--- src/gbn_pkg.sv ---
package gbn_pkg;

   localparam int BUFFER_DEPTH = 64;
   localparam int WINDOW_MAX   = 32;
   localparam int SLOT_W  = $clog2(BUFFER_DEPTH);
   localparam int COUNT_W = $clog2(BUFFER_DEPTH + 1);
   localparam int WIN_W   = $clog2(WINDOW_MAX + 1);
   localparam int CSR_IDX_W  = 1;
   localparam int CSR_DATA_W = 16;

   localparam logic [CSR_IDX_W-1:0] CSR_WINDOW_SIZE    = 1'd0;
   localparam logic [CSR_IDX_W-1:0] CSR_TIMEOUT_LENGTH = 1'd1;

   localparam logic [1:0] OP_NEW    = 2'd0;
   localparam logic [1:0] OP_ACK    = 2'd1;
   localparam logic [1:0] OP_EXPIRE = 2'd2;

   localparam logic [1:0] TMR_NONE  = 2'd0;
   localparam logic [1:0] TMR_START = 2'd1;
   localparam logic [1:0] TMR_STOP  = 2'd2;

   typedef struct packed {
      logic [1:0]  operation;
      logic [63:0] payload_low;
      logic [63:0] payload_mid;
      logic [31:0] payload_high;
      logic [31:0] ack_number;
      logic [31:0] ack_sequence;
      logic [31:0] ack_checksum;
   } req_type;

   typedef struct packed {
      logic        send_valid;
      logic [31:0] sequence_out;
      logic [63:0] out_payload_low;
      logic [63:0] out_payload_mid;
      logic [31:0] out_payload_high;
      logic [31:0] packet_checksum;
      logic [1:0]  timer_command;
      logic [15:0] timer_length;
      logic        dropped;
      logic        last;
   } rsp_type;

   // job handed from front to back
   typedef struct packed {
      logic              replay;      // read ring for a run of packets
      logic              write;       // store payload at slot
      logic [SLOT_W-1:0] slot;
      logic [31:0]       seq;
      logic [WIN_W-1:0]  count;       // packets in replay run
      logic [63:0]       lo;
      logic [63:0]       mid;
      logic [31:0]       hi;
      rsp_type           rsp;         // result for non-replay jobs; timer fields of replay jobs
   } job_type;

   function automatic logic [31:0] byte_sum(input logic [63:0] v);
      logic [31:0] s;
      s = '0;
      for (int i = 0; i < 8; i++) s = s + {24'd0, v[8*i +: 8]};
      return s;
   endfunction

endpackage

--- src/gbn_front.sv ---
module gbn_front import gbn_pkg::*; (
   input  logic                  clock,
   input  logic                  reset,
   input  logic                  csr_write,
   input  logic [CSR_IDX_W-1:0]  csr_index,
   input  logic [CSR_DATA_W-1:0] csr_data,
   input  logic                  req_push,
   output logic                  req_full,
   input  req_type               req_word,
   output logic                  job_valid,
   output job_type               job_word,
   input  logic                  job_full
);

   logic [5:0]         win_ff;
   logic [15:0]        tmo_ff;
   logic [31:0]        base_ff, base_in;
   logic [31:0]        nseq_ff, nseq_in;
   logic [SLOT_W-1:0]  head_ff, head_in;
   logic [COUNT_W-1:0] cnt_ff, cnt_in;
   logic [WIN_W-1:0]   eff_win;
   logic [31:0]        ack_off;
   logic               take;
   job_type            job;

   assign req_full  = job_full;
   assign take      = req_push && !job_full;
   assign job_valid = take;
   assign job_word  = job;

   // window clamp
   always_comb begin
      if (win_ff == 6'd0) eff_win = WIN_W'(1);
      else if (32'(win_ff) > 32'(WINDOW_MAX)) eff_win = WIN_W'(WINDOW_MAX);
      else eff_win = WIN_W'(win_ff);
   end

   assign ack_off = req_word.ack_number - base_ff;

   // classify and update window state
   always_comb begin
      base_in = base_ff;
      nseq_in = nseq_ff;
      head_in = head_ff;
      cnt_in  = cnt_ff;
      job     = '0;
      job.rsp.last = 1'b1;
      job.lo  = req_word.payload_low;
      job.mid = req_word.payload_mid;
      job.hi  = req_word.payload_high;
      job.seq = nseq_ff;
      job.slot = SLOT_W'(32'(head_ff) + 32'(cnt_ff));
      unique case (req_word.operation)
         OP_NEW: begin
            if (32'(cnt_ff) >= 32'(BUFFER_DEPTH)) begin
               job.rsp.dropped = 1'b1;
            end else begin
               job.write = 1'b1;
               if (32'(cnt_ff) < 32'(eff_win)) begin
                  job.replay = 1'b1;
                  job.count  = WIN_W'(1);
                  if (cnt_ff == '0) begin
                     job.rsp.timer_command = TMR_START;
                     job.rsp.timer_length  = tmo_ff;
                  end
               end
               cnt_in  = cnt_ff + COUNT_W'(1);
               nseq_in = nseq_ff + 32'd1;
            end
         end
         OP_ACK: begin
            if (req_word.ack_sequence + req_word.ack_number == req_word.ack_checksum &&
                ack_off < 32'(cnt_ff)) begin
               base_in = req_word.ack_number + 32'd1;
               head_in = SLOT_W'(32'(head_ff) + ack_off + 32'd1);
               cnt_in  = COUNT_W'(32'(cnt_ff) - ack_off - 32'd1);
               if (cnt_in == '0) begin
                  job.rsp.timer_command = TMR_STOP;
               end else begin
                  job.rsp.timer_command = TMR_START;
                  job.rsp.timer_length  = tmo_ff;
               end
            end
         end
         OP_EXPIRE: begin
            if (cnt_ff != '0) begin
               job.replay = 1'b1;
               job.seq    = base_ff;
               job.slot   = head_ff;
               job.count  = (32'(cnt_ff) > 32'(eff_win)) ? eff_win : WIN_W'(cnt_ff);
               job.rsp.timer_command = TMR_START;
               job.rsp.timer_length  = tmo_ff;
            end
         end
         default: ;
      endcase
   end

   always_ff @(posedge clock) begin
      if (reset) begin
         win_ff  <= 6'd8;
         tmo_ff  <= 16'd50;
         base_ff <= '0;
         nseq_ff <= '0;
         head_ff <= '0;
         cnt_ff  <= '0;
      end else begin
         if (csr_write && csr_index == CSR_WINDOW_SIZE)    win_ff <= csr_data[5:0];
         if (csr_write && csr_index == CSR_TIMEOUT_LENGTH) tmo_ff <= csr_data;
         if (take) begin
            base_ff <= base_in;
            nseq_ff <= nseq_in;
            head_ff <= head_in;
            cnt_ff  <= cnt_in;
         end
      end
   end

endmodule

--- config.mk ---
export PLATFORM = sky130hd
export DESIGN_NAME = gbn_front
export DESIGN_NICKNAME = d
export VERILOG_FILES = /design/src/gbn_pkg.sv /design/src/gbn_front.sv
export SDC_FILE = /design/constraint.sdc
export NUM_CORES = 1
export LEC_CHECK = 0
export BUFFER_PORTS_ARGS = -buffer_cell sky130_fd_sc_hd__buf_2
export CELL_PAD_IN_SITES_DETAIL_PLACEMENT = 1
export CELL_PAD_IN_SITES_GLOBAL_PLACEMENT = 2
export CORE_AREA = 2 2 285 287
export CTS_CLUSTER_DIAMETER = 50
export DETAILED_ROUTE_END_ITERATION = 7
export DIE_AREA = 0 0 287 289
export HOLD_SLACK_MARGIN = 0.03
export PLACE_DENSITY_LB_ADDON = 0.1
export SLEW_MARGIN = 20
export SYNTH_ARGS = -nofsm -noshare
export SYNTH_HDL_FRONTEND = slang
export SYNTH_SLANG_ARGS = --single-unit
--- constraint.sdc ---
create_clock -name clock -period 7 [get_ports clock]
set_input_delay 0.7 -clock clock [delete_from_list [all_inputs] [get_ports clock]]
set_output_delay 0.7 -clock clock [all_outputs]
set_load 0.02 [all_outputs]
==> metrics.txt <==
status finished clean; Die X 287 um; Layout Nets 2217; vias in the first global route 12253; met2 WL 27800 um; leakage 5.98 nW; # clock sinks 99; Post-Route Utilization 17.3%; Pre-antenna DRT Iters 4; Fin Setup TNS 0 ns; Via density 4.08; highest routed layer met4; Final WS setup 0.970 ns; vias about 12000; I/O pin cnt 733; Synth area leader buf_4; Reg clk slew, reported paths roughly 0.080 ns; die area 0.0829 mm^2; top_reg_cell synth dfxtp_1; Worst Setup Path Type in -> out; Slew Viols, Final 0; Yosys warnings 0; startpoint class of the critical path input pin; worst vdd ir 0.115 mV; EDFF count, synth 0; share of the synthesized area in the top cell type a little over a fifth; Post-DP HPWL 48100 um; initial antenna violation count 1; area grow syn2layout 1.74%; Gates resized, CTS repair 0; sequential element share of the synthesized area 14.6%; FF+latch area 0.00198 mm^2; slew margin rel. 37.7%; multi-input logic area 0.00903 mm^2; Clk Latency, worst-skew pair between 0.3 and 0.4 ns; Power Total 1.90 mW; Filler cells 9794; Max Cap Viol 0; minimum clock period 6.03 ns; syn avg cell area 7.30 um^2; f_max 166 MHz; setup bufs post-CTS 0; Setup WS pre-CTS approximately 0.82 ns; Max FO, Critical Path 17; clk buf depth 2; IO Port Bufs 186; Hold Path Class reg -> reg; Inserted Diodes 0; top area cells in the synthesized netlist buf_4 21%, dfxtp_1 15%, ha_1 8.7%; H-tree depth 3; Root Driver clkbuf_16; WL/cell between 15 and 20 um; first-pass GRT wire length 81600 um; RSZ-0062 raised after global routing false; clock skew 0.0157 ns; Worst Path Required 6.30 ns; Congestion Overflow GR 0; Synth cell types 74; remaining antenna violation count 0; # rows 104; Post-Syn Area 0.0136 mm^2; Die Y-Extent roughly 290 um; met3 WL 2120 um; layout cell share with drive strength beyond 1 12.4%; async set-reset flop share out of synthesis 0%; DRC 0; #FFs+latches synth 99; final hold vios 0; GRT Total Usage 13.2%; # setup viols final 0; core area ~0.08 mm^2; Critical Path AT approximately 5.3 ns; Min Hold Slack ~0.46 ns; Tcrit/Tclk final 86.1%; GPL Wtd Cong 0.782; cell area power density 137 mW/mm^2; cell count after synthesis 1861; largest net degree at the start of global routing just over 70; WL final 56400 um; drt first-iter violations ~350; hold buffer count at cts 0; TritonCTS clock tree yes; nature of the critical path endpoint primary output; CTS buffer count 9; Initial Util 17.0%; worst-margin pin slew 0.935 ns; M1 WL 25800 um
==> final cells by class <==
cell class / count / share of cell area (%)
Multi-Input combinational cell: 1471 / 65.3
Sequential cell: 99 / 14.3
Tap cell: 1060 / 9.59
Timing Repair Buffer: 190 / 6.97
Inverter: 66 / 1.79
Clock buffer: 10 / 1.66
Clock inverter: 6 / 0.353
==> worst paths after layout <==
path | startpoint | to | slack, ns | cells after the start
worst min-delay path | tmo_ff[11] | tmo_ff[11] | 0.46 | 2
worst max-delay path | req_word[64] | job_word[3] | 0.97 | 20
worst min register to register | tmo_ff[11] | tmo_ff[11] | 0.46 | 2
worst max register to register | base_ff[0] | base_ff[0] | 1.76 | 19
==> Yosys cell counts, types with 43 or more instances <==
| cell type | number |
|---|---|
| dfxtp_1 | 99 |
| buf_4 | 387 |
| a21oi_1 | 120 |
| o21ai_0 | 99 |
| xnor2_1 | 69 |
| nand2_1 | 183 |
| nand3_1 | 43 |
| clkbuf_1 | 49 |
| inv_1 | 65 |
| xor2_1 | 61 |
| mux2i_1 | 56 |
| ha_1 | 95 |
| nor2_1 | 141 |
==> cell families (layout without fill, tap and decap cells) <==
logic type	Yosys count	in the layout	synth area share, %
buffers and inverters	515	272	25.2
muxes	61	61	4.59
xor gates and xnor gates	130	130	8.38
adders and majority gates	100	100	9.48
AOI/OAI and AO/OA	373	373	17.1
DFF	99	99	14.6
and+or+nand+nor	581	581	20.6
other	2	226	0.0552
==> worst max-delay path, stage by stage <==
cell and delay (ns):
buf_2 0.15, inv_1 0.08, ha_1 0.23, fa_1 0.40, nand2b_1 0.19, a21o_1 0.26, nand2_1 0.16, xor2_1 0.11
ha_1 0.20, nor3_1 0.44, nand3_1 0.22, nor3_1 0.26, and4b_1 0.23, nand4_1 0.16, nor4b_1 0.34, nand4_1 0.13
and4bb_4 0.44, a21oi_2 0.25, nor2b_1 0.19, buf_2 0.18
==> per-layer routing <==
metal	up-vias	global-route usage [%]
li1	5754	-
met1	5736	16.9
met2	290	23.2
met3	55	2.15
met4	0	2.76
met5	-	0
==> per-stage QoR <==
| stage | cells | cell area, um^2 |
|---|---|---|
| 2_1_floorplan | 2085 | 14400 |
| 3_3_place_gp | 2886 | 13600 |
| 3_5_place_dp | 2886 | 13600 |
| 4_1_cts | 2902 | 13800 |
| 5_1_grt | 2902 | 13800 |
| 6_report | 2902 | 13800 |
==> power by group <==
group / internal [mW] / leakage (nW) / switching, mW / total, mW
sequential: 0.571 / 0.801 / 0.00958 / 0.580
clock: 0.245 / 0.126 / 0.278 / 0.524
combinational: 0.240 / 5.06 / 0.557 / 0.797
total: 1.06 / 5.98 / 0.845 / 1.90
==> registers in the layout, summed over array words and instances, names as in the netlist <==
name and count:
win_ff 6, base_ff 32, cnt_ff 7, tmo_ff 16
head_ff 6, nseq_ff 32
==> layout by cell type (no fill, tap or decap), types with 14 or more instances in the layout <==
master	instances
inv_1	65
a211oi_1	14
a21o_1	27
mux2i_1	56
nand3_1	43
xnor2_1	69
conb_1	226
nor2_1	141
o21a_1	18
nor2b_1	32
dfxtp_1	99
ha_1	95
nand2_1	183
buf_2	185
and3_1	21
nor3_1	34
xor2_1	61
a21oi_1	120
nand4_1	37
o21ai_0	99
or3_1	25
Note: power is estimated with default switching activity, not from simulation.
