**src/gbn_pkg.sv**
```systemverilog
package gbn_pkg;

   localparam int BUFFER_DEPTH = 64;
   localparam int WINDOW_MAX   = 32;
   localparam int SLOT_W  = $clog2(BUFFER_DEPTH);
   localparam int COUNT_W = $clog2(BUFFER_DEPTH + 1);
   localparam int WIN_W   = $clog2(WINDOW_MAX + 1);
   localparam int CSR_IDX_W  = 1;
   localparam int CSR_DATA_W = 16;

   localparam logic [CSR_IDX_W-1:0] CSR_WINDOW_SIZE    = 1'd0;
   localparam logic [CSR_IDX_W-1:0] CSR_TIMEOUT_LENGTH = 1'd1;

   localparam logic [1:0] OP_NEW    = 2'd0;
   localparam logic [1:0] OP_ACK    = 2'd1;
   localparam logic [1:0] OP_EXPIRE = 2'd2;

   localparam logic [1:0] TMR_NONE  = 2'd0;
   localparam logic [1:0] TMR_START = 2'd1;
   localparam logic [1:0] TMR_STOP  = 2'd2;

   typedef struct packed {
      logic [1:0]  operation;
      logic [63:0] payload_low;
      logic [63:0] payload_mid;
      logic [31:0] payload_high;
      logic [31:0] ack_number;
      logic [31:0] ack_sequence;
      logic [31:0] ack_checksum;
   } req_type;

   typedef struct packed {
      logic        send_valid;
      logic [31:0] sequence_out;
      logic [63:0] out_payload_low;
      logic [63:0] out_payload_mid;
      logic [31:0] out_payload_high;
      logic [31:0] packet_checksum;
      logic [1:0]  timer_command;
      logic [15:0] timer_length;
      logic        dropped;
      logic        last;
   } rsp_type;

   // job handed from front to back
   typedef struct packed {
      logic              replay;      // read ring for a run of packets
      logic              write;       // store payload at slot
      logic [SLOT_W-1:0] slot;
      logic [31:0]       seq;
      logic [WIN_W-1:0]  count;       // packets in replay run
      logic [63:0]       lo;
      logic [63:0]       mid;
      logic [31:0]       hi;
      rsp_type           rsp;         // result for non-replay jobs; timer fields of replay jobs
   } job_type;

   function automatic logic [31:0] byte_sum(input logic [63:0] v);
      logic [31:0] s;
      s = '0;
      for (int i = 0; i < 8; i++) s = s + {24'd0, v[8*i +: 8]};
      return s;
   endfunction

endpackage

```
**src/gbn_queue.sv**
```systemverilog
module gbn_queue import gbn_pkg::*; (
   input  logic    clock,
   input  logic    reset,
   input  logic    in_valid,
   output logic    in_full,
   input  job_type in_word,
   output logic    out_valid,
   input  logic    out_take,
   output job_type out_word
);

   // two-entry job queue
   job_type    mem_ff [2];
   logic       wp_ff, rp_ff;
   logic [1:0] n_ff;

   assign in_full   = n_ff == 2'd2;
   assign out_valid = n_ff != 2'd0;
   assign out_word  = mem_ff[rp_ff];

   always_ff @(posedge clock) begin
      if (in_valid && !in_full) mem_ff[wp_ff] <= in_word;
      if (reset) begin
         wp_ff <= 1'b0;
         rp_ff <= 1'b0;
         n_ff  <= 2'd0;
      end else begin
         if (in_valid && !in_full) wp_ff <= !wp_ff;
         if (out_take && out_valid) rp_ff <= !rp_ff;
         n_ff <= n_ff + 2'(in_valid && !in_full) - 2'(out_take && out_valid);
      end
   end

endmodule

```
**config.mk**
```make
export PLATFORM = sky130hd
export DESIGN_NAME = gbn_queue
export DESIGN_NICKNAME = d
export VERILOG_FILES = /design/src/gbn_pkg.sv /design/src/gbn_queue.sv
export SDC_FILE = /design/constraint.sdc
export NUM_CORES = 1
export LEC_CHECK = 0
export ABC_AREA = 1
export BUFFER_PORTS_ARGS = -buffer_cell sky130_fd_sc_hd__buf_4
export CORE_AREA = 4 4 356 358
export CTS_CLUSTER_DIAMETER = 150
export DETAILED_ROUTE_END_ITERATION = 6
export DIE_AREA = 0 0 360 362
export GPL_ROUTABILITY_DRIVEN = 1
export PLACE_DENSITY = 0.53
export SYNTH_ARGS = -nofsm -noshare
export SYNTH_HDL_FRONTEND = slang
export SYNTH_SLANG_ARGS = --single-unit
export TNS_END_PERCENT = 100
```
**constraint.sdc**
```tcl
create_clock -name clock -period 49.4 [get_ports clock]
set_input_delay 9.88 -clock clock [delete_from_list [all_inputs] [get_ports clock]]
set_output_delay 9.88 -clock clock [all_outputs]
set_load 0.1 [all_outputs]
```
==> results of run 1 <==
metrics by stage:
step                setup slack [ps]  total power, mW
CTS                            34980             3.15
detailed placement             35390             2.43
floorplan                      19520             2.22
finish                         35130             3.11
global placement               35490             2.42
global route                   34840             3.22
cells in the mapped netlist:
| master | instances | area (um2) |
|---|---|---|
| ha_1 | 2 | 25.0 |
| inv_1 | 9 | 33.8 |
| buf_2 | 6 | 30.0 |
| mux2_2 | 61 | 687 |
| nor2_1 | 9 | 33.8 |
| buf_8 | 21 | 315 |
| a21oi_1 | 2 | 10.0 |
| dfxtp_1 | 5 | 100 |
| nand2_1 | 8 | 30.0 |
| edfxtp_1 | 902 | 27100 |
| mux2_4 | 390 | 5860 |
| nand3_1 | 3 | 15.0 |
| buf_6 | 23 | 259 |
power by group through the flow:
stage          logic [mW]  registers, mW  clock network, mW
4_1_cts              1.41           1.01              0.739
3_5_place_dp         1.41           1.02                  0
5_1_grt              1.43           1.01              0.770
6_report             1.39           1.00              0.711
3_3_place_gp         1.40           1.02                  0
2_1_floorplan        1.14           1.08                  0
logic make-up after synthesis:
group / after synthesis / share of synthesized area, %
compound gates: 2 / 0.0290
fa+ha+maj: 2 / 0.0726
buf+inv: 59 / 1.85
flops: 907 / 78.8
mux: 451 / 19.0
simple gates: 20 / 0.229
per-layer routing:
metal  up-vias  wire [um]  part of all wire (%)  global-route usage [%]
met3       141       9460                    10                    6.41
met2       690      46500                    51                    23.3
met5         -         91                  0.10                       0
li1       7707          -                     -                       -
met4        14       2700                   3.0                    5.15
met1      8527      32500                    36                    14.0
critical path: cells and delay by family (launching register included):
kind	cells	cell delay (ps)
buf+inv	4	2460
flops	1	700
mux	1	410
state kept, by name, summed over array words and instances, names as in the netlist, named ones only:
register,cells
mem_ff,902
n_ff,2
rp_ff,1
wp_ff,1
worst max path at each step:
stage | startpoint | endpoint | slack [ps] | cells after the start
3_3_place_gp | in_valid | mem_ff[1][191] | 35490 | 6
2_1_floorplan | in_valid | mem_ff[0][0] | 19520 | 2
3_5_place_dp | in_valid | mem_ff[1][166] | 35390 | 6
5_1_grt | flip-flop | out_word[53] | 34840 | 5
6_report | flip-flop | out_word[53] | 35130 | 5
4_1_cts | flip-flop | out_word[53] | 34980 | 5
area by class of cell:
| type | count | area [um2] | share of cell area (%) |
|---|---|---|---|
| sequential | 907 | 27200 | 59.0 |
| timing repair buffer | 927 | 6970 | 15.1 |
| multi-input combinational | 475 | 6660 | 14.5 |
| clock buffer | 120 | 2600 | 5.63 |
| tap | 1637 | 2050 | 4.44 |
| clock inverter | 53 | 548 | 1.19 |
| inverter | 9 | 41.3 | 0.0896 |
| antenna | 10 | 25.0 | 0.0543 |
cells in the final DEF (no fill, tap or decap), drive strengths merged:
master,instances
buf,927
edfxtp,902
mux2,451
clkbuf,120
clkinv,39
inv,12
diode,10
bufinv,9
nor2,9
nand2,8
dfxtp,5
nand3,3
a21oi,2
ha,2
clkinvlp,2
==> qor.yml, run 1 <==
setup_path:
  critPathLaunchType: "flip-flop"
  cp_common_cell: "buf_4"
  cp_data_arrival_time_ps: 4390
  rrSetupSlack_ps: 44790
  cp_slowest_cell: "buf_4"
  cp_max_fo: 53
  cp.required_ps: 39520
  cp_slowest_stage_delay_ps: 830
  reg2reg_depth: 7
  r2r_start: "n_ff[0]"
  path_class: "flip-flop to output pin"
  cp-end-kind: "output pin"
  crit_chain: "buf_4 > buf_4 > buf_4 > mux2_2 > buf_4"
  worstReg2RegEnd: "mem_ff[1][348]"
clocking:
  cts_buffer_depth: 3
  cts.clk_slew.worst_paths_ps: 60
  cts_hold_buf: 0
  root_buffer: "clkbuf_16"
  ctsHtreeMaxLevel: 3
  tritoncts: "yes"
  clock-sinks: 907
  cts_setup_buffers: 0
  cts.repair.resized: 0
  numCtsBuffers: 97
  clk_latency_ps: 680
power:
  p_int_mw: 1.73
  leakage_nw: 17.6
  power_density_nw_per_um2: 67.4
  power_switching_mw: 1.38
  irDropWorstVdd_mv: 0.0590
  p_seq_share_pct: 32.3
  clkPwrFrac_pct: 22.9
  combPwrFrac_pct: 44.8
  swShare_pct: 44.3
grt:
  grt_usage_pct: 13.4
  grt_max_degree: 149
  grt_pass1_vias: 18600
  antenna_found_initial: 17
  grt-ovfl-total: 0
  grt_pass1_wl_mm: 128
routing:
  finalWirelength_mm: 91.2
  drt_iter0_drc: 926
  wl_per_cell_um: 22.0
  ant_nets: 0
  drc: 0
  dr.pass1.iters: 5
  route.vias.total: 17100
  drt-vias-per-instance: 4.13
synthesis:
  ys_warn_count: 0
  synthCells: 1441
  yosysSeqAreaShare_pct: 78.8
  synthDistinctLibCells: 13
  synthesis.nets: 1898
  syn_area_um2: 34500
  avgSynthCellArea_um2: 23.9
  ys_ff_latch: 907
sta:
  hold_slack_ps: 533
  hold_viol: 0
  period_minus_slack_ps: 14270
  skew_ps: 27.5
  rsz0062_at_grt: "no"
  worst_pin_slew_ps: 1160
  min_period_over_period_pct: 28.9
  finalSetupViolCount: 0
  relSlewSlack_pct: 22.6
  maxClockFrequency_mhz: 70.1
  setup_tns_ps: 0
  drv_slew: 0
finish:
  syn_to_final_growth_pct: 33.7
  fin_cells: 4138
  post-route-util_pct: 37.4
  num-fill-cells: 11400
  drive_above_1_share_pct: 61.0
  nets: 2874
  final_area_um2: 46100
min_path:
  whs_endpoint: "rp_ff"
  worstHoldStart: "rp_ff"
  hold_depth: 2
  hp-class: "flip-flop to flip-flop"
placed_design:
  dp.cells: 3955
  routabilityCongestion: 0.786
  numPortBuffers: 907
  dpl_cell_area_um2: 42900
  dpl.hpwl_mm: 66.7
outcome:
  status: "finished clean"
floorplan:
  fp.dieH_um: 362
  design.portCount: 908
  die_area_um2: 130000
  die_w_um: 360
  core_area_um2: 123000
  rows: 129
  initial_core_util_pct: 28.0
flow_run:
  maxCapViolations: 0
Power figures use the tool's default switching activity.
==> run 2: changes to the inputs <==
--- a/config.mk
+++ b/config.mk
@@ -5,14 +5,14 @@
 export SDC_FILE = /design/constraint.sdc
 export NUM_CORES = 1
 export LEC_CHECK = 0
-export ABC_AREA = 1
+export ABC_AREA = 0
 export BUFFER_PORTS_ARGS = -buffer_cell sky130_fd_sc_hd__buf_4
-export CORE_AREA = 4 4 356 358
+export CORE_AREA = 4 4 351 353
 export CTS_CLUSTER_DIAMETER = 150
 export DETAILED_ROUTE_END_ITERATION = 6
-export DIE_AREA = 0 0 360 362
+export DIE_AREA = 0 0 355 357
 export GPL_ROUTABILITY_DRIVEN = 1
-export PLACE_DENSITY = 0.53
+export PLACE_DENSITY = 0.54
 export SYNTH_ARGS = -nofsm -noshare
 export SYNTH_HDL_FRONTEND = slang
 export SYNTH_SLANG_ARGS = --single-unit
==> constraint.sdc (replaced) <==
create_clock -name clock -period 12.09 [get_ports clock]
set_input_delay 2.418 -clock clock [delete_from_list [all_inputs] [get_ports clock]]
set_output_delay 2.418 -clock clock [all_outputs]
set_load 0.1 [all_outputs]
==> qor.yml, run 2 <==
outcome:
  status: "finished clean"
routing:
  finalWirelength_mm: 92.5
  drt-vias-per-instance: 4.17
  route.vias.total: 17200
  drc: 0
  drt_iter0_drc: 998
  dr.pass1.iters: 6
  wl_per_cell_um: 22.5
  ant_nets: 0
floorplan:
  initial_core_util_pct: 27.5
  die_w_um: 355
  fp.dieH_um: 357
  die_area_um2: 127000
  rows: 127
  design.portCount: 908
  core_area_um2: 120000
setup_path:
  cp.required_ps: 9670
  crit_chain: "buf_4 > buf_4 > mux2_2 > buf_4"
  cp_top_family: "buffers and inverters"
  path_class: "flip-flop to output pin"
  cp_common_cell: "buf_4"
  path_buf_inv: 3
  cp_max_fo: 70
  cp_slowest_stage_delay_ps: 950
  cp_slowest_cell: "dfxtp_4"
  critPathLaunchType: "flip-flop"
  cp_data_arrival_time_ps: 3890
  rrSetupSlack_ps: 8240
  cp-end-kind: "output pin"
finish:
  syn_to_final_growth_pct: 35.7
  reg_top3: "mem_ff (902), n_ff (2)"
  largest_reg_flops: 902
  largest_register: "mem_ff"
  final_cell_mix: "915 x buf_4, 902 x edfxtp_1, 451 x mux2_2"
  nets: 2858
  num-fill-cells: 11200
  final_common_cell: "buf_4"
  drive_above_1_share_pct: 61.1
synthesis:
  synth_flop_cell: "edfxtp_1"
  synth_top_family_by_area: "multiplexers"
  synth_edf_count: 902
  synth.largest_area_cell: "edfxtp_1"
  yosys.area_share.simple_pct: 0.141
  synthTopCellsByArea: "edfxtp_1 82%, mux2_2 15%, buf_6 1.5%"
  synthDistinctLibCells: 20
  synth_top_area_share_pct: 82.3
  synth-xor-area-share_pct: 0.0798
  avgSynthCellArea_um2: 23.0
  synthArstFlopShare_pct: 0
  synthMuxAreaShare_pct: 15.4
  synthAdderAreaFrac_pct: 0.0760
  synth_compound_area_share_pct: 0.0532
  synthesis.nets: 1886
  yosysSeqAreaShare_pct: 82.6
  ys_ff_latch: 907
  syn_area_um2: 32900
  synthTopCellsByCount: "902 x edfxtp_1, 451 x mux2_2, 43 x buf_6, 6 x buf_2, 5 x dfxtp_1"
  ys_warn_count: 0
  synthCells: 1429
  yosysMostFrequentCell: "edfxtp_1"
clocking:
  clk_latency_ps: 660
  ctsHtreeMaxLevel: 3
  clock-sinks: 907
  numCtsBuffers: 100
  cts_hold_buf: 0
  cts_setup_buffers: 0
  root_buffer: "clkbuf_16"
  tritoncts: "yes"
  cts.clk_slew.worst_paths_ps: 60
  cts_buffer_depth: 3
  cts.repair.resized: 0
sta:
  maxClockFrequency_mhz: 159
  min_period_over_period_pct: 52.2
  hold_slack_ps: 508
  period_minus_slack_ps: 6310
  worst_pin_slew_ps: 1120
  hold_viol: 0
  drv_slew: 0
  layout_setup_ws_ps: 5780
  relSlewSlack_pct: 25.1
  finalSetupViolCount: 0
  setup_tns_ps: 0
  rsz0062_at_grt: "no"
  skew_ps: 33.9
placed_design:
  routabilityCongestion: 0.792
  dpl.hpwl_mm: 66.7
  numPortBuffers: 907
  dp_slack_ps: 6230
grt:
  antenna_found_initial: 26
  grt-ovfl-total: 0
  grt_max_degree: 167
  grt_pass1_wl_mm: 128
  grt_pass1_vias: 18600
  grt_usage_pct: 13.8
min_path:
  hp-class: "flip-flop to flip-flop"
power:
  p_seq_share_pct: 32.7
  swShare_pct: 44.8
  p_int_mw: 6.79
  power_density_nw_per_um2: 276
  leakage_nw: 16.2
  irDropWorstVdd_mv: 0.181
  combPwrFrac_pct: 43.1
  power_switching_mw: 5.52
  clkPwrFrac_pct: 24.2
  total_power_mw: 12.3
flow_run:
  maxCapViolations: 0
## run 2: changes by cell type in the layout (fill, tap and decap cells not counted), sizes merged, moves of 2 or more
cell,delta
xnor2,+2
nand2,-7
inv,-3
nor2,-6
clkbuf,+7
buf,-7
clkinv,+3
nand3,-3
diode,+6
## run 2: worst register-to-register path, cell delays in order (launching register included)
cell	delay, ps
dfxtp_1	360
nand2b_1	160
inv_1	80
or3_1	370
clkinvlp_4	730
buf_4	790
buf_12	610
## run 2: power by group through the flow
stage / Clock (mW) / Sequential [mW] / Combinational [mW]
floorplan: 0 / 4.13 / 4.27
global placement: 0 / 4.08 / 5.34
detailed placement: 0 / 4.09 / 5.35
CTS: 3.09 / 4.03 / 5.37
global route: 3.22 / 4.05 / 5.45
finish: 2.98 / 4.02 / 5.31
## run 2: worst paths after layout
check | start | end | depth (start not counted)
max | flip-flop | out_word[120] | 4
min | wp_ff | wp_ff | 2
max reg2reg | n_ff[0] | mem_ff[0][120] | 6
min reg2reg | wp_ff | wp_ff | 2
## run 2: logic make-up (layout without fill, tap and decap cells)
| logic type | after synthesis | after routing |
|---|---|---|
| flip-flops | 907 | 907 |
| multiplexers | 451 | 451 |
| buffers and inverters | 54 | 1110 |
| AND/OR/NAND/NOR | 9 | 9 |
| AO/OA/AOI/OAI | 3 | 3 |
| XOR/XNOR | 3 | 3 |
| adder cells (fa/ha/maj) | 2 | 2 |
| other | 0 | 16 |
## run 2: layout make-up
class	count	area [um2]	share of cell area, %
tap	1612	2020	4.51
multi-input combinational	468	5200	11.6
clock buffer	127	2650	5.92
sequential	907	27200	60.9
inverter	4	18.8	0.0420
antenna	16	40.0	0.0896
clock inverter	59	604	1.35
timing repair buffer	920	6970	15.6
## run 2: layer usage
layer / GRT usage [%] / vias to the layer above / wire length (um)
li1: - / 7708 / -
met5: 0 / - / 127
met3: 6.67 / 174 / 10100
met2: 23.8 / 735 / 46100
met1: 14.4 / 8515 / 32600
met4: 5.64 / 20 / 3630
## run 2: stage by stage
stage                     util, %  std cells  instance area [um2]
final                        37.3       4113                44700
after global routing         37.3       4099                44600
after CTS                    37.3       4097                44600
after detailed placement     34.5       3911                41400
after global placement       34.5       3911                41400
after floorplan                 -       1429                32900
==> run 3: changes to the inputs <==
==> constraint.sdc (replaced) <==
create_clock -name clock -period 5.76 [get_ports clock]
set_input_delay 1.152 -clock clock [delete_from_list [all_inputs] [get_ports clock]]
set_output_delay 1.152 -clock clock [all_outputs]
set_load 0.1 [all_outputs]
==> qor.yml, run 3 (synthesis gave the netlist of run 2 again) <==
outcome:
  status: "finished clean"
power:
  leakage_nw: 16.2
  p_int_mw: 14.0
  power_switching_mw: 11.4
  swShare_pct: 44.9
  p_seq_share_pct: 32.9
  clkPwrFrac_pct: 22.9
  irDropWorstVdd_mv: 0.359
  combPwrFrac_pct: 44.2
  power_density_nw_per_um2: 570
clocking:
  cts_hold_buf: 0
  cts_buffer_depth: 3
  cts.clk_slew.worst_paths_ps: 50
  cts.repair.resized: 0
  ctsHtreeMaxLevel: 3
  numCtsBuffers: 98
  clk_latency_ps: 650
  tritoncts: "yes"
  clock-sinks: 907
  cts_setup_buffers: 0
  root_buffer: "clkbuf_16"
finish:
  final_common_cell: "buf_4"
  final_area_um2: 44700
  nets: 2882
  final_cell_mix: "933 x buf_4, 902 x edfxtp_1, 451 x mux2_2"
  largest_reg_flops: 902
  drive_above_1_share_pct: 61.3
  largest_register: "mem_ff"
  reg_top3: "mem_ff (902), n_ff (2)"
  syn_to_final_growth_pct: 35.9
grt:
  grt_usage_pct: 13.5
  grt-ovfl-total: 0
  grt_pass1_wl_mm: 127
  busiest_layer: "met2"
  grt_pass1_vias: 18900
  use_met1_pct: 12.9
  grt_max_degree: 107
  gr-usage-met2_pct: 24.9
  met3_usage_pct: 6.78
  antenna_found_initial: 23
setup_path:
  cp_data_arrival_time_ps: 2810
  cp-end-kind: "output pin"
  crit_chain: "buf_12 > buf_12 > mux2_2 > buf_4"
  cp_slowest_stage_delay_ps: 830
  cp.required_ps: 4610
  critPathLaunchType: "flip-flop"
  path_class: "flip-flop to output pin"
  reg2reg_depth: 6
  cp_common_cell: "buf_12"
  cp_slowest_cell: "dfxtp_4"
  cp_max_fo: 52
  worstReg2RegEnd: "mem_ff[0][118]"
  rrSetupSlack_ps: 2990
  r2r_start: "n_ff[0]"
min_path:
  worstHoldStart: "wp_ff"
  hold_depth: 2
  whs_endpoint: "wp_ff"
  hp-class: "flip-flop to flip-flop"
floorplan:
  die_w_um: 355
  die_area_um2: 127000
  core_area_um2: 120000
  rows: 127
  design.portCount: 908
  fp.dieH_um: 357
  initial_core_util_pct: 27.5
placed_design:
  numPortBuffers: 907
  dpl.hpwl_mm: 66.7
  dpl_cell_area_um2: 41700
  routabilityCongestion: 0.832
routing:
  drt-vias-per-instance: 4.19
  dr.pass1.iters: 4
  wl_per_cell_um: 22.0
  drc: 0
  route.vias.total: 17300
  finalWirelength_mm: 90.4
  drt_iter0_drc: 859
  ant_nets: 0
sta:
  period_minus_slack_ps: 3960
  worst_pin_slew_ps: 894
  finalSetupViolCount: 0
  min_period_over_period_pct: 68.7
  skew_ps: 23.4
  maxClockFrequency_mhz: 253
  rsz0062_at_grt: "no"
  drv_slew: 0
  hold_viol: 0
  relSlewSlack_pct: 40.3
  setup_tns_ps: 0
flow_run:
  maxCapViolations: 0
[run 3: area by class of cell]
cell class	instances	area [um2]
Antenna cell	11	27.5
Clock buffer	126	2580
Clock inverter	45	408
Tap cell	1612	2020
Multi-Input combinational cell	468	5200
Fill cell	11200	75100
Sequential cell	907	27200
Timing Repair Buffer	946	7260
Inverter	4	30.0
[run 3: worst max-delay path by stage]
| stage | end | from | slack [ps] |
|---|---|---|---|
| final | out_word[362] | flip-flop | 1800 |
| after global routing | out_word[261] | flip-flop | 1640 |
| after CTS | out_word[444] | flip-flop | 1650 |
| after detailed placement | mem_ff[0][393] | in_valid | 2260 |
| after global placement | mem_ff[0][258] | in_valid | 2350 |
| after floorplan | mem_ff[0][0] | in_valid | -2710 |
[run 3: power by group through the flow]
stage,sequential (mW),combinational (mW),clock (mW)
6_report,8.39,11.3,5.83
5_1_grt,8.45,11.6,6.32
4_1_cts,8.40,11.4,6.05
3_5_place_dp,8.54,11.4,0
3_3_place_gp,8.50,11.3,0
2_1_floorplan,8.64,8.96,0
[run 3: stage by stage]
step	utilization, %	std cells	setup slack (ps)	total power [mW]	hold WS [ps]
after global placement	34.8	3937	2350	19.8	490
after CTS	37.3	4108	1650	25.8	503
after global routing	37.3	4113	1640	26.3	556
after floorplan	-	1429	-2710	17.6	461
final	37.3	4119	1800	25.5	499
after detailed placement	34.8	3937	2260	19.9	480
[run 3: layer usage]
layer	part of all wire [%]	up-vias
met1	33	8673
met2	53	660
met5	0.16	-
met4	2.9	22
met3	11	140
li1	-	7755
[run 3: critical path, delay by kind of cell (launching register included)]
kind / cells / cell delay (ps)
buf+inv: 3 / 820
flops: 1 / 830
mux: 1 / 400
